==> src/hw/rtl/nls_pkg.sv <==
// nls_pkg: shared types and constants of the nearest light selection block
// used by nls_front, nls_queue, nls_back and nearest_light_selection; depends on nothing

package nls_pkg;

    localparam int LIGHTS_DEF     = 64;
    localparam int NEAREST_DEF    = 8;
    localparam int COORD_BITS_DEF = 24;
    localparam int QUEUE_DEPTH    = 2;

    localparam int FIELD_BITS = 24;
    localparam int SUM_BITS   = FIELD_BITS + 1;
    localparam int SLOT_BITS  = 6;
    localparam int ID_BITS    = 6;
    localparam int RANK_BITS  = 3;
    localparam int COUNT_BITS = 7;

    localparam logic OP_LOAD  = 1'b0;
    localparam logic OP_QUERY = 1'b1;

    typedef struct packed {
        logic                         operation;
        logic [SLOT_BITS-1:0]         entry_index;
        logic signed [FIELD_BITS-1:0] first_x;
        logic signed [FIELD_BITS-1:0] first_y;
        logic signed [FIELD_BITS-1:0] first_z;
        logic signed [FIELD_BITS-1:0] second_x;
        logic signed [FIELD_BITS-1:0] second_y;
        logic signed [FIELD_BITS-1:0] second_z;
    } request_t;

    typedef struct packed {
        logic [RANK_BITS-1:0] rank;
        logic [ID_BITS-1:0]   light_id;
        logic                 found;
        logic                 last;
    } response_t;

    // classified item: light position on load, corner sums on query
    typedef struct packed {
        logic                       is_query;
        logic                       slot_ok;
        logic [SLOT_BITS-1:0]       slot;
        logic signed [SUM_BITS-1:0] a_x;
        logic signed [SUM_BITS-1:0] a_y;
        logic signed [SUM_BITS-1:0] a_z;
    } work_t;

endpackage

==> src/hw/rtl/nls_front.sv <==
// nls_front: accepts items, classifies loads and queries, forms corner sums
// depends on nls_pkg

module nls_front #(
    parameter int LIGHTS     = nls_pkg::LIGHTS_DEF,
    parameter int COORD_BITS = nls_pkg::COORD_BITS_DEF
) (
    input  logic              start,
    input  nls_pkg::request_t request,
    input  logic              queue_full,
    output logic              busy,
    output logic              push,
    output nls_pkg::work_t    work
);

    import nls_pkg::*;

    function automatic logic signed [SUM_BITS-1:0] sext(input logic [FIELD_BITS-1:0] f);
        logic signed [COORD_BITS-1:0] c;
        c = signed'(f[COORD_BITS-1:0]);
        return SUM_BITS'(c);
    endfunction

    logic is_query;

    assign busy     = queue_full;
    assign push     = start && !queue_full;
    assign is_query = (request.operation == OP_QUERY);

    always_comb
    begin
        work.is_query = is_query;
        work.slot_ok  = (32'(request.entry_index) < LIGHTS);
        work.slot     = request.entry_index;
        if (is_query)
        begin
            work.a_x = sext(request.first_x) + sext(request.second_x);
            work.a_y = sext(request.first_y) + sext(request.second_y);
            work.a_z = sext(request.first_z) + sext(request.second_z);
        end
        else
        begin
            work.a_x = sext(request.first_x);
            work.a_y = sext(request.first_y);
            work.a_z = sext(request.first_z);
        end
    end

endmodule

==> config.mk <==
export PLATFORM = sky130hd
export DESIGN_NAME = nls_front
export DESIGN_NICKNAME = d
export VERILOG_FILES = /design/src/hw/rtl/nls_pkg.sv /design/src/hw/rtl/nls_front.sv
export SDC_FILE = /design/constraint.sdc
export NUM_CORES = 1
export LEC_CHECK = 0
export BUFFER_PORTS_ARGS = -buffer_cell sky130_fd_sc_hd__buf_2
export CAP_MARGIN = 30
export CORE_MARGIN = 3
export CORE_UTILIZATION = 50
export DETAILED_ROUTE_END_ITERATION = 7
export PLACE_DENSITY = 0.86
export REMOVE_ABC_BUFFERS = 1
export SETUP_SLACK_MARGIN = 0.1
export SYNTH_ARGS = -nofsm -noshare
export SYNTH_HDL_FRONTEND = slang
export SYNTH_SLANG_ARGS = --single-unit
export TNS_END_PERCENT = 100
==> constraint.sdc <==
create_clock -name vclk -period 7
set_input_delay 1.4 -clock vclk [all_inputs]
set_output_delay 1.4 -clock vclk [all_outputs]
set_load 0.03 [all_outputs]
# Word-level counts from Yosys, hierarchy flattened
# Cells that the tools add are included.
# word_totals
ram_bits,0
elab_cells,6
rom_bits,0
in_bits,153
reg_bits,0
latch_bits,0
mem_count,0
# op_classes
div_mod_pow,0
reduce_logical,2
shift,0
n_lt_le_gt_ge,0
mux,1
eq_ne,0
add_sub_neg,3
multipliers,0
n_bitwise,0
# ops
cell,count
24-bit by 24-bit adder with 25-bit output,3
75-bit two-way mux,1
1-bit logical AND,1
1-bit zero test,1

# Logic depth before layout (Yosys ltp)
# depth
word_depth,2
mapped_depth,10
ltp_nobuf,10

# Worst setup path before layout
# OpenSTA, ideal clock, no wires.
# synth_timing
kind,input to output
startpoint,input port request[24] (netlist name)
endpoint,output port work[47] (netlist name)
path_slack_ns,1.643
path_buffers,0
arrival_ns,3.957
cell_stages,9
required_ns,5.600
path_cell_list,ha_1 fa_1 a211oi_1 o21ai_1 o2111ai_1 a21oi_1 o21a_1 a211oi_1 o311ai_0
# synth_lines
element,line,text
"start, declared",nls_front.sv:9,"input nls_pkg::request_t request,"
"end, declared",nls_front.sv:13,output nls_pkg::work_t work

==> qor.yml <==
cells_and_area:
  seq_area_um2: 0
  post_route_cell_area_um2: 5610
  numSequentialCells: 0
  drive_gt1_share_pct: 36.0
  syn2layout_area_growth_pct: 23.8
  final.fill_count: 802
  finish.net_count: 1033
  nClkBuffers: 0
sta:
  timing.hold.ws_ns: 2.80
  worstMarginPinSlew_ns: 0.959
  max-slew-margin-rel_pct: 36.0
  setup_tns_ns: 0
  hold_violations: 0
  grt_setup_unrepaired: "false"
  layout_worst_path_cycle_share_pct: 80.2
  setup_viol: 0
  timing.final.max_slew_violations: 0
  finalWorstSetupSlack_ns: 1.39
  max_freq_mhz: 178
  layout_min_cycle_time_ns: 5.61
worst_setup_path:
  crit_required_ns: 5.60
  critical_path_arrival_ns: 4.21
  critPathBufInv: 2
  critical-path-top-delay-family: "compound AO/OA/AOI/OAI gates"
  setup.worst_path.start_class: "primary input"
  cp_class: "in -> out"
  cp_max_fo: 4
  timing.critical_path.slowest_cell_delay_ns: 0.45
  slowest_stage: "sky130_fd_sc_hd__fa_1"
  timing.critical_path.cells: "buf_2 -> ha_1 -> fa_1 -> a211oi_1 -> o21ai_1 -> o2111ai_1 -> a21oi_1 -> o21a_1 -> a211o_1 -> a211o_1 -> nand3_1 -> buf_2"
  critPathCaptureType: "output port"
hold_path:
  type_of_the_tightest_min_delay_check: "in -> out"
synth:
  post-synth-top-area-fraction_pct: 19.9
  synth.cell_area_um2: 4530
  post-synth-top-area-cell: "sky130_fd_sc_hd__ha_1"
  synth_instances: 610
  post_synth_num_cell_types: 65
  area_contributors_post_synth: "sky130_fd_sc_hd__ha_1, sky130_fd_sc_hd__mux2_2, sky130_fd_sc_hd__a21o_1"
  yosys_warnings: 0
  syn_area_per_cell_um2: 7.43
  seq_area_frac_synth_pct: 0
run:
  cap_viol_max_count: 0
clock_network:
  post-cts-setup-buffer-count: 0
  postCtsResizedCells: 0
  cts_hold_buffers: 0
route:
  drt_first_pass_iters: 5
  drcViolationCount: 0
  routed_wirelength_um: 14200
  wirelength_met1_um: 5710
  wl_met3_um: 920
  drtIter0Drc: 165
  dr_total_vias: 5396
  avgRoutedWirePerCell_um: 15.6
  vias_per_cell: 5.92
  route.antenna.remaining_nets: 0
  dr.max_layer_used: "met4"
  dr_wl_met2_um: 7180
power_and_ir_drop:
  power_density_nw_per_um2: 119
  cellLeakagePower_nw: 2.93
  irDropWorstVdd_v: 0.0000760
floorplan:
  coreArea_um2: 8760
  floorplan.die_area_um2: 10200
  chipHeight_um: 101
  die_width_um: 101
  floorplan.initialDensity_pct: 51.7
  placement_rows: 34
  io-pin-count: 238
global_routing:
  antenna_found_initial: 1
  largest_net_degree_at_the_start_of_global_routing: 85
  first_global_vias: 5272
  track_usage_pct: 25.2
  grt_first_pass_wirelength_um: 22500
  gr-total-overflow: 0
placed_design:
  place_worst_setup_slack_ns: 1.44
  place.port_buffers: 225
  placed_cell_area_um2: 5610
  gp_routability_congestion: 0.921
  dp_hpwl_um: 12100
run_status:
  run_status: "finished clean"
[power breakdown]
group	internal [W]	switching, W
combinational	0.000267	0.000403
sequential	0	0
clock	0.0000000000191	0
total	0.000267	0.000403
[per-stage QoR]
stage / util [%] / instances / power (W)
global placement: 64.0 / 911 / 0.000649
finish: 64.0 / 912 / 0.000670
detailed placement: 64.0 / 911 / 0.000663
global route: 64.0 / 912 / 0.000726
floorplan: - / 577 / 0.000477
CTS: 64.0 / 911 / 0.000667
[Yosys cell counts, drive strengths merged (8+ instances only)]
master and number:
o21a 10, a21oi 63, clkbuf 19, mux2 48
a21o 47, nor3 9, a211oi 15, o21ai 42
o211ai 8, ha 72, nor2 34, inv 15
buf 14, xor2 17, nand4 11, nand2 42
xnor2 34, a31oi 10, nand3 11
[routing by layer]
| layer | vias to the layer above | track usage (%) |
|---|---|---|
| li1 | 2705 | - |
| met1 | 2433 | 29.6 |
| met2 | 224 | 48.0 |
| met3 | 34 | 2.13 |
| met4 | 0 | 7.67 |
| met5 | - | 0 |
[layout by cell type, fill, tap and decap left out, types with 6 or more instances in the layout]
| master | count |
|---|---|
| sky130_fd_sc_hd__buf_2 | 224 |
| sky130_fd_sc_hd__ha_1 | 72 |
| sky130_fd_sc_hd__a21oi_1 | 63 |
| sky130_fd_sc_hd__a21o_1 | 47 |
| sky130_fd_sc_hd__mux2_2 | 47 |
| sky130_fd_sc_hd__nand2_1 | 42 |
| sky130_fd_sc_hd__o21ai_0 | 39 |
| sky130_fd_sc_hd__nor2_1 | 34 |
| sky130_fd_sc_hd__xnor2_1 | 34 |
| sky130_fd_sc_hd__xor2_1 | 17 |
| sky130_fd_sc_hd__inv_1 | 15 |
| sky130_fd_sc_hd__a211oi_1 | 13 |
| sky130_fd_sc_hd__nand4_1 | 11 |
| sky130_fd_sc_hd__nand3_1 | 11 |
| sky130_fd_sc_hd__o21a_1 | 10 |
| sky130_fd_sc_hd__a31oi_1 | 10 |
| sky130_fd_sc_hd__nor3_1 | 8 |
| sky130_fd_sc_hd__o211ai_1 | 8 |
| sky130_fd_sc_hd__o31ai_1 | 7 |
| sky130_fd_sc_hd__o21bai_1 | 7 |
| sky130_fd_sc_hd__nor2b_1 | 7 |
| sky130_fd_sc_hd__nand2b_1 | 7 |
| sky130_fd_sc_hd__and3_1 | 6 |
| sky130_fd_sc_hd__a211o_1 | 6 |
[cells by family after synthesis]
family / count (synthesis) / synth area share [%]
simple gates: 145 / 15.5
mux: 50 / 12.4
fa+ha+maj: 75 / 21.2
other cells: 1 / 0.0827
compound gates: 240 / 35.4
xor+xnor: 51 / 9.85
buf+inv: 48 / 5.55
[final cells by class]
class	instances	area [um^2]	area share (%)
multi-input cells	562	4280	76.3
inverters	15	56.3	1.00
repair buffers	226	1140	20.2
well taps	108	135	2.41
diodes	1	2.50	0.0446
[final timing paths]
path | endpoint | startpoint | depth (start not counted) | slack, ns
setup / recovery | work[45] | request[24] | 12 | 1.39
hold / removal | work[75] | request[144] | 0 | 2.80
(Power assumes the default switching activity.)
