## src/hw/rtl/nls_pkg.sv

```systemverilog
// nls_pkg: shared types and constants of the nearest light selection block
// used by nls_front, nls_queue, nls_back and nearest_light_selection; depends on nothing

package nls_pkg;

    localparam int LIGHTS_DEF     = 64;
    localparam int NEAREST_DEF    = 8;
    localparam int COORD_BITS_DEF = 24;
    localparam int QUEUE_DEPTH    = 2;

    localparam int FIELD_BITS = 24;
    localparam int SUM_BITS   = FIELD_BITS + 1;
    localparam int SLOT_BITS  = 6;
    localparam int ID_BITS    = 6;
    localparam int RANK_BITS  = 3;
    localparam int COUNT_BITS = 7;

    localparam logic OP_LOAD  = 1'b0;
    localparam logic OP_QUERY = 1'b1;

    typedef struct packed {
        logic                         operation;
        logic [SLOT_BITS-1:0]         entry_index;
        logic signed [FIELD_BITS-1:0] first_x;
        logic signed [FIELD_BITS-1:0] first_y;
        logic signed [FIELD_BITS-1:0] first_z;
        logic signed [FIELD_BITS-1:0] second_x;
        logic signed [FIELD_BITS-1:0] second_y;
        logic signed [FIELD_BITS-1:0] second_z;
    } request_t;

    typedef struct packed {
        logic [RANK_BITS-1:0] rank;
        logic [ID_BITS-1:0]   light_id;
        logic                 found;
        logic                 last;
    } response_t;

    // classified item: light position on load, corner sums on query
    typedef struct packed {
        logic                       is_query;
        logic                       slot_ok;
        logic [SLOT_BITS-1:0]       slot;
        logic signed [SUM_BITS-1:0] a_x;
        logic signed [SUM_BITS-1:0] a_y;
        logic signed [SUM_BITS-1:0] a_z;
    } work_t;

endpackage

```

## src/hw/rtl/nls_queue.sv

```systemverilog
// nls_queue: short fifo of classified items between front and back
// depends on nls_pkg

module nls_queue #(
    parameter int DEPTH = nls_pkg::QUEUE_DEPTH
) (
    input  logic           clk,
    input  logic           rst_n,
    input  logic           push,
    input  nls_pkg::work_t push_data,
    input  logic           pop,
    output logic           full,
    output logic           not_empty,
    output nls_pkg::work_t head
);

    import nls_pkg::*;

    localparam int PW = (DEPTH > 1) ? $clog2(DEPTH) : 1;
    localparam int FW = $clog2(DEPTH + 1);

    work_t           entry_reg [DEPTH];
    logic [PW-1:0]   wr_ptr_reg;
    logic [PW-1:0]   wr_ptr_next;
    logic [PW-1:0]   rd_ptr_reg;
    logic [PW-1:0]   rd_ptr_next;
    logic [FW-1:0]   fill_reg;
    logic [FW-1:0]   fill_next;
    logic            do_pop;

    assign full      = (fill_reg == FW'(DEPTH));
    assign not_empty = (fill_reg != '0);
    assign head      = entry_reg[rd_ptr_reg];
    assign do_pop    = pop && not_empty;

    always_comb
    begin
        wr_ptr_next = wr_ptr_reg;
        rd_ptr_next = rd_ptr_reg;
        fill_next   = fill_reg;
        if (push)
        begin
            wr_ptr_next = (wr_ptr_reg == PW'(DEPTH - 1)) ? '0 : wr_ptr_reg + 1'b1;
        end
        if (do_pop)
        begin
            rd_ptr_next = (rd_ptr_reg == PW'(DEPTH - 1)) ? '0 : rd_ptr_reg + 1'b1;
        end
        if (push && !do_pop)
        begin
            fill_next = fill_reg + 1'b1;
        end
        else if (do_pop && !push)
        begin
            fill_next = fill_reg - 1'b1;
        end
    end

    always_ff @(posedge clk or negedge rst_n)
    begin
        if (!rst_n)
        begin
            wr_ptr_reg <= '0;
            rd_ptr_reg <= '0;
            fill_reg   <= '0;
        end
        else
        begin
            wr_ptr_reg <= wr_ptr_next;
            rd_ptr_reg <= rd_ptr_next;
            fill_reg   <= fill_next;
        end
    end

    always_ff @(posedge clk)
    begin
        if (push)
        begin
            entry_reg[wr_ptr_reg] <= push_data;
        end
    end

endmodule

```

## config.mk

```make
export PLATFORM = sky130hd
export DESIGN_NAME = nls_queue
export DESIGN_NICKNAME = d
export VERILOG_FILES = /design/src/hw/rtl/nls_pkg.sv /design/src/hw/rtl/nls_queue.sv
export SDC_FILE = /design/constraint.sdc
export NUM_CORES = 1
export LEC_CHECK = 0
export ABC_CLOCK_PERIOD_IN_PS = 12400
export BUFFER_PORTS_ARGS = -buffer_cell sky130_fd_sc_hd__buf_2
export CAP_MARGIN = 30
export CORE_ASPECT_RATIO = 1.75
export CORE_MARGIN = 1.5
export CORE_UTILIZATION = 30
export DETAILED_ROUTE_END_ITERATION = 10
export GPL_TIMING_DRIVEN = 0
export SLEW_MARGIN = 25
export SYNTH_ARGS = -nofsm -noshare
export SYNTH_HDL_FRONTEND = slang
export SYNTH_SLANG_ARGS = --single-unit
```

## constraint.sdc

```tcl
create_clock -name clk -period 12.4 [get_ports clk]
set_clock_uncertainty 0.1 [all_clocks]
set_input_delay 0.62 -clock clk [delete_from_list [all_inputs] [get_ports clk]]
set_output_delay 0.62 -clock clk [all_outputs]
set_load 0.01 [all_outputs]
```

======== Word level (Yosys, flattened, before mapping) ========
Memories as Yosys holds them, arrays and structs flattened.
Cells that the tools add are included.
Widths: inputs -> output; s select.
storage, ports and cells
  bits in latches ......................... 0
  register bits after elaboration ......... 4
  input port bits ......................... 87
  ROM bits ................................ 0
  memories ................................ 1
  output and inout port bits .............. 85
  bits in writable memories ............... 166
memories
  memory     depth  width  read ports  clocked after Yosys merged registers in  wr ports  line             source
  entry_reg  2      83     1           0                                        1         nls_queue.sv:22  work_t entry_reg [DEPTH];
operators by class
  divide/modulo/power cells ............... 0
  equal/unequal tests ..................... 1
  shift operators ......................... 0
  reduce and logical (&&, ||, !) cells .... 7
  multiplexer cells ....................... 6
  $mul .................................... 0
  bitwise gates (word level) .............. 0
  add/subtract/negate cells ............... 4
  order comparisons ....................... 0
operator list
  kind                 count
  $mux 1               4
  $mux 2               2
  $reduce_bool 2->1    2
  $logic_and 1x1->1    3
  $add 1x1->1 const B  2
  $add 2x1->2 const B  1
  $eq 2x2->1 const B   1
  $logic_not 1->1      2
  $sub 2x1->2 const B  1

======== Logic depth before layout (Yosys ltp) ========
  depth in word-level cells ............... 5
  mapped depth ............................ 6
  gate-level depth less buffers ........... 6

======== Least setup slack after synthesis ========
No wires, ideal clock.
  path kind ............................... input to register
  start ................................... input push
  end ..................................... memory entry_reg[0][0] in the netlist's numbering, enable pin
  slack ................................... 7.519 ns
  library setup time ...................... 0.535 ns
  stages .................................. 1
  data arrival time ....................... 4.246 ns
  path through ............................ nor2b_1
on the way
  longest elaborated chain between the ends .. 2
RTL lines
  item                          line             source
  start: declaration            nls_queue.sv:9   input logic push,
  $mux 1                        nls_queue.sv:77  if (push)
  $mux 1 (not written as such)  nls_queue.sv:79  entry_reg[wr_ptr_reg] <= push_data;
  end: declaration              nls_queue.sv:22
No other way between the ends.

==> results.md <==
* Synth Warn # at 0
* Initial antenna violation count at 0
* GP Congestion at 0.681
* Post-synth EDFFs at 166
* Synth top area share at 77.6%
* Flop2flop setup slack at 10.59 ns
* Port buffer count at 171
* Kind of launch point of the worst setup path: flop
* WP data arrival at 1.70 ns
* Top cells by area, synth: edfxtp_1, mux2_4, mux2_2
* Total CTS buffers at 17
* R2r endpoint: entry_reg[0][46]
* Worst path cell trace: buf_6, buf_6, mux2_4, buf_2
* Worst Reg-to-Reg Cells at 3
* Max reg flops at 166
* Synth unique cells at 14
* Maximum Capacitance Violations at 0
* Post-CTS Setup Bufs at 0
* Critical path class: reg -> out
* Drt pass-1 iters at 4
* CTS resizes at 0
* Row count at 70
* Max Root-Sink Buffers at 2
* Status: finished, final reports clean
* Slowest stage cell, crit path: dfrtp_1
* CP max stage delay at 0.37 ns
* Die area at 22,300 um^2
* CTS Sinks at 170
* WP data required at 11.68 ns
* Maximum clock frequency at 0.413 GHz
* Die W at 114 um
* Final Hold Fails at 0
* Top cells by count, synth: edfxtp_1, mux2_4, mux2_2
* Crit. Startpoint: rd_ptr_reg
* Initial Utilization at 30.7%
* Final Max Tran Viols at 0
* Setup violations, final at 0
* Largest area contributor in the netlist: edfxtp_1
* Synth Flop Type: edfxtp_1
* Vias at 3,208
* CP Capture Point: head[3]
* Capturing element type of the critical path: output port
* CTS tree: yes
* Share of cells above drive strength 1 at 62.0%
* Final period util at 19.5%
* Vias/cell at 4.38
* Sum of negative setup slack at 0 ns
* Syn-to-layout area delta at 29.5%
* Worst R2R Start: wr_ptr_reg
* Post-Synthesis Cells at 274
* Leakage Power at 3.29 nW
* Largest net degree at the start of global routing at 49
* RSZ-0062 raised after global routing: false
* Family with the most delay on the worst path: buffers and inverters
* Grt total ovfl at 0
* Clock transition at the registers of the reported paths at 0.06 ns
* Core area at 20,900 um^2
* Post-route setup slack at 9.98 ns
* Register area share after synthesis at 79.2%
* Async SR Flop Fraction at 2.35%
* Power per Cell Area at 234 nW/um^2
* Crit path buffers/inverters at 3
* Total wire length at 12.6 mm
* WHS at 0.280 ns
* FF+latch count, synth at 170
* Antenna Cells at 0
* Post-DP HPWL at 8.90 mm
* Fillers at 1,902
* Hold-fix buffers, CTS at 1
* CTS H-tree lvls at 4
* Antenna Nets Post-Route at 0
* Pre-CTS setup slack at 10.20 ns
* Final instance area at 8320 um^2
* Cell with the most instances after synthesis: edfxtp_1
* Boundary Pins at 172
* Critical Path Most Common Cell: buf_6
* Rel. slew slack at 62.2%
* Minimum clock period at 2.42 ns
* Mapped Avg Cell Area at 23.4 um^2
* Hold Crit Class: in -> reg
* Vias in the first global route at 3,538
* CP max FO at 10
* WP depth at 4
* Root Driver: clkbuf_16
* Global-route wire length before repair at 18.9 mm
* Synthesized Nets at 362
* Clock latency on the worst-skew pair at 0.42 ns
* Post-layout net count at 557
* Synth Cell Area at 6420 um^2
* WHS Path Cells at 1
* Starting DRT DRC Count at 151
* DRC viols at 0
* Overall Global Routing Usage at 11.6%
* Chip height at 197 um
* Slew of the pin with the lowest slew margin at 0.565 ns
* Peak supply drop at 0.000181 V
* DP Area at 7700 um^2
* Avg WL per Cell at 17.2 um
## worst reg2reg max path: stages, from the launching register on
cell	delay (ns)
dfrtp_1	0.42
nor2b_4	0.49
buf_12	0.26
buf_12	0.23
## area by class of cell
cell class                      count  area [um^2]  share of cell area (%)
Clock buffer                       18          429                    5.16
Buffer                              9         88.8                    1.07
Timing Repair Buffer              176          961                    11.6
Multi-Input combinational cell     95         1260                    15.1
Clock inverter                     13          178                    2.14
Tap cell                          252          315                    3.79
Sequential cell                   170         5080                    61.1
## kinds of logic after synthesis
family,Yosys count,synth area share [%]
flops,170,79.2
mux,83,18.1
buf+inv,9,1.38
simple gates,6,0.507
xor+xnor,5,0.682
fa+ha+maj,1,0.195
## layout by cell type (no fill, tap or decap), types with 3 or more instances in the layout
cell / instances
buf_2: 173
edfxtp_1: 166
mux2_4: 60
mux2_2: 23
clkbuf_16: 17
buf_6: 7
bufinv_16: 4
dfrtp_1: 4
xor2_1: 3
clkinvlp_4: 3
## per-layer routing
layer	wire [um]	part of all wire, %	track usage, %	vias up
met1	4630	37	11.9	1587
met2	6970	55	20.5	116
met5	0	0	0	-
met3	545	4.3	3.26	25
li1	-	-	-	1480
met4	439	3.5	7.64	0
## per-stage QoR
step / cells / total power [mW] / utilization (%)
6_report: 733 / 1.95 / 39.7
4_1_cts: 733 / 1.98 / 39.7
3_5_place_dp: 701 / 1.43 / 36.8
3_3_place_gp: 697 / 1.41 / 36.3
5_1_grt: 733 / 2.04 / 39.7
2_1_floorplan: 274 / 1.21 / -
## power by group
part,internal (mW),switching (mW)
clock network,0.334,0.209
registers,0.762,0.0297
logic,0.310,0.301
## how the worst min path moves through the flow
stage / from / endpoint / slack [ns]
2_1_floorplan: rst_n / fill_reg[0] / 0.22
3_3_place_gp: rst_n / fill_reg[1] / 0.33
6_report: push_data[4] / entry_reg[1][4] / 0.28
3_5_place_dp: rst_n / fill_reg[1] / 0.33
4_1_cts: push_data[53] / entry_reg[1][53] / 0.25
5_1_grt: push_data[53] / entry_reg[1][53] / 0.26
Note: power is estimated with default switching activity, not from simulation.
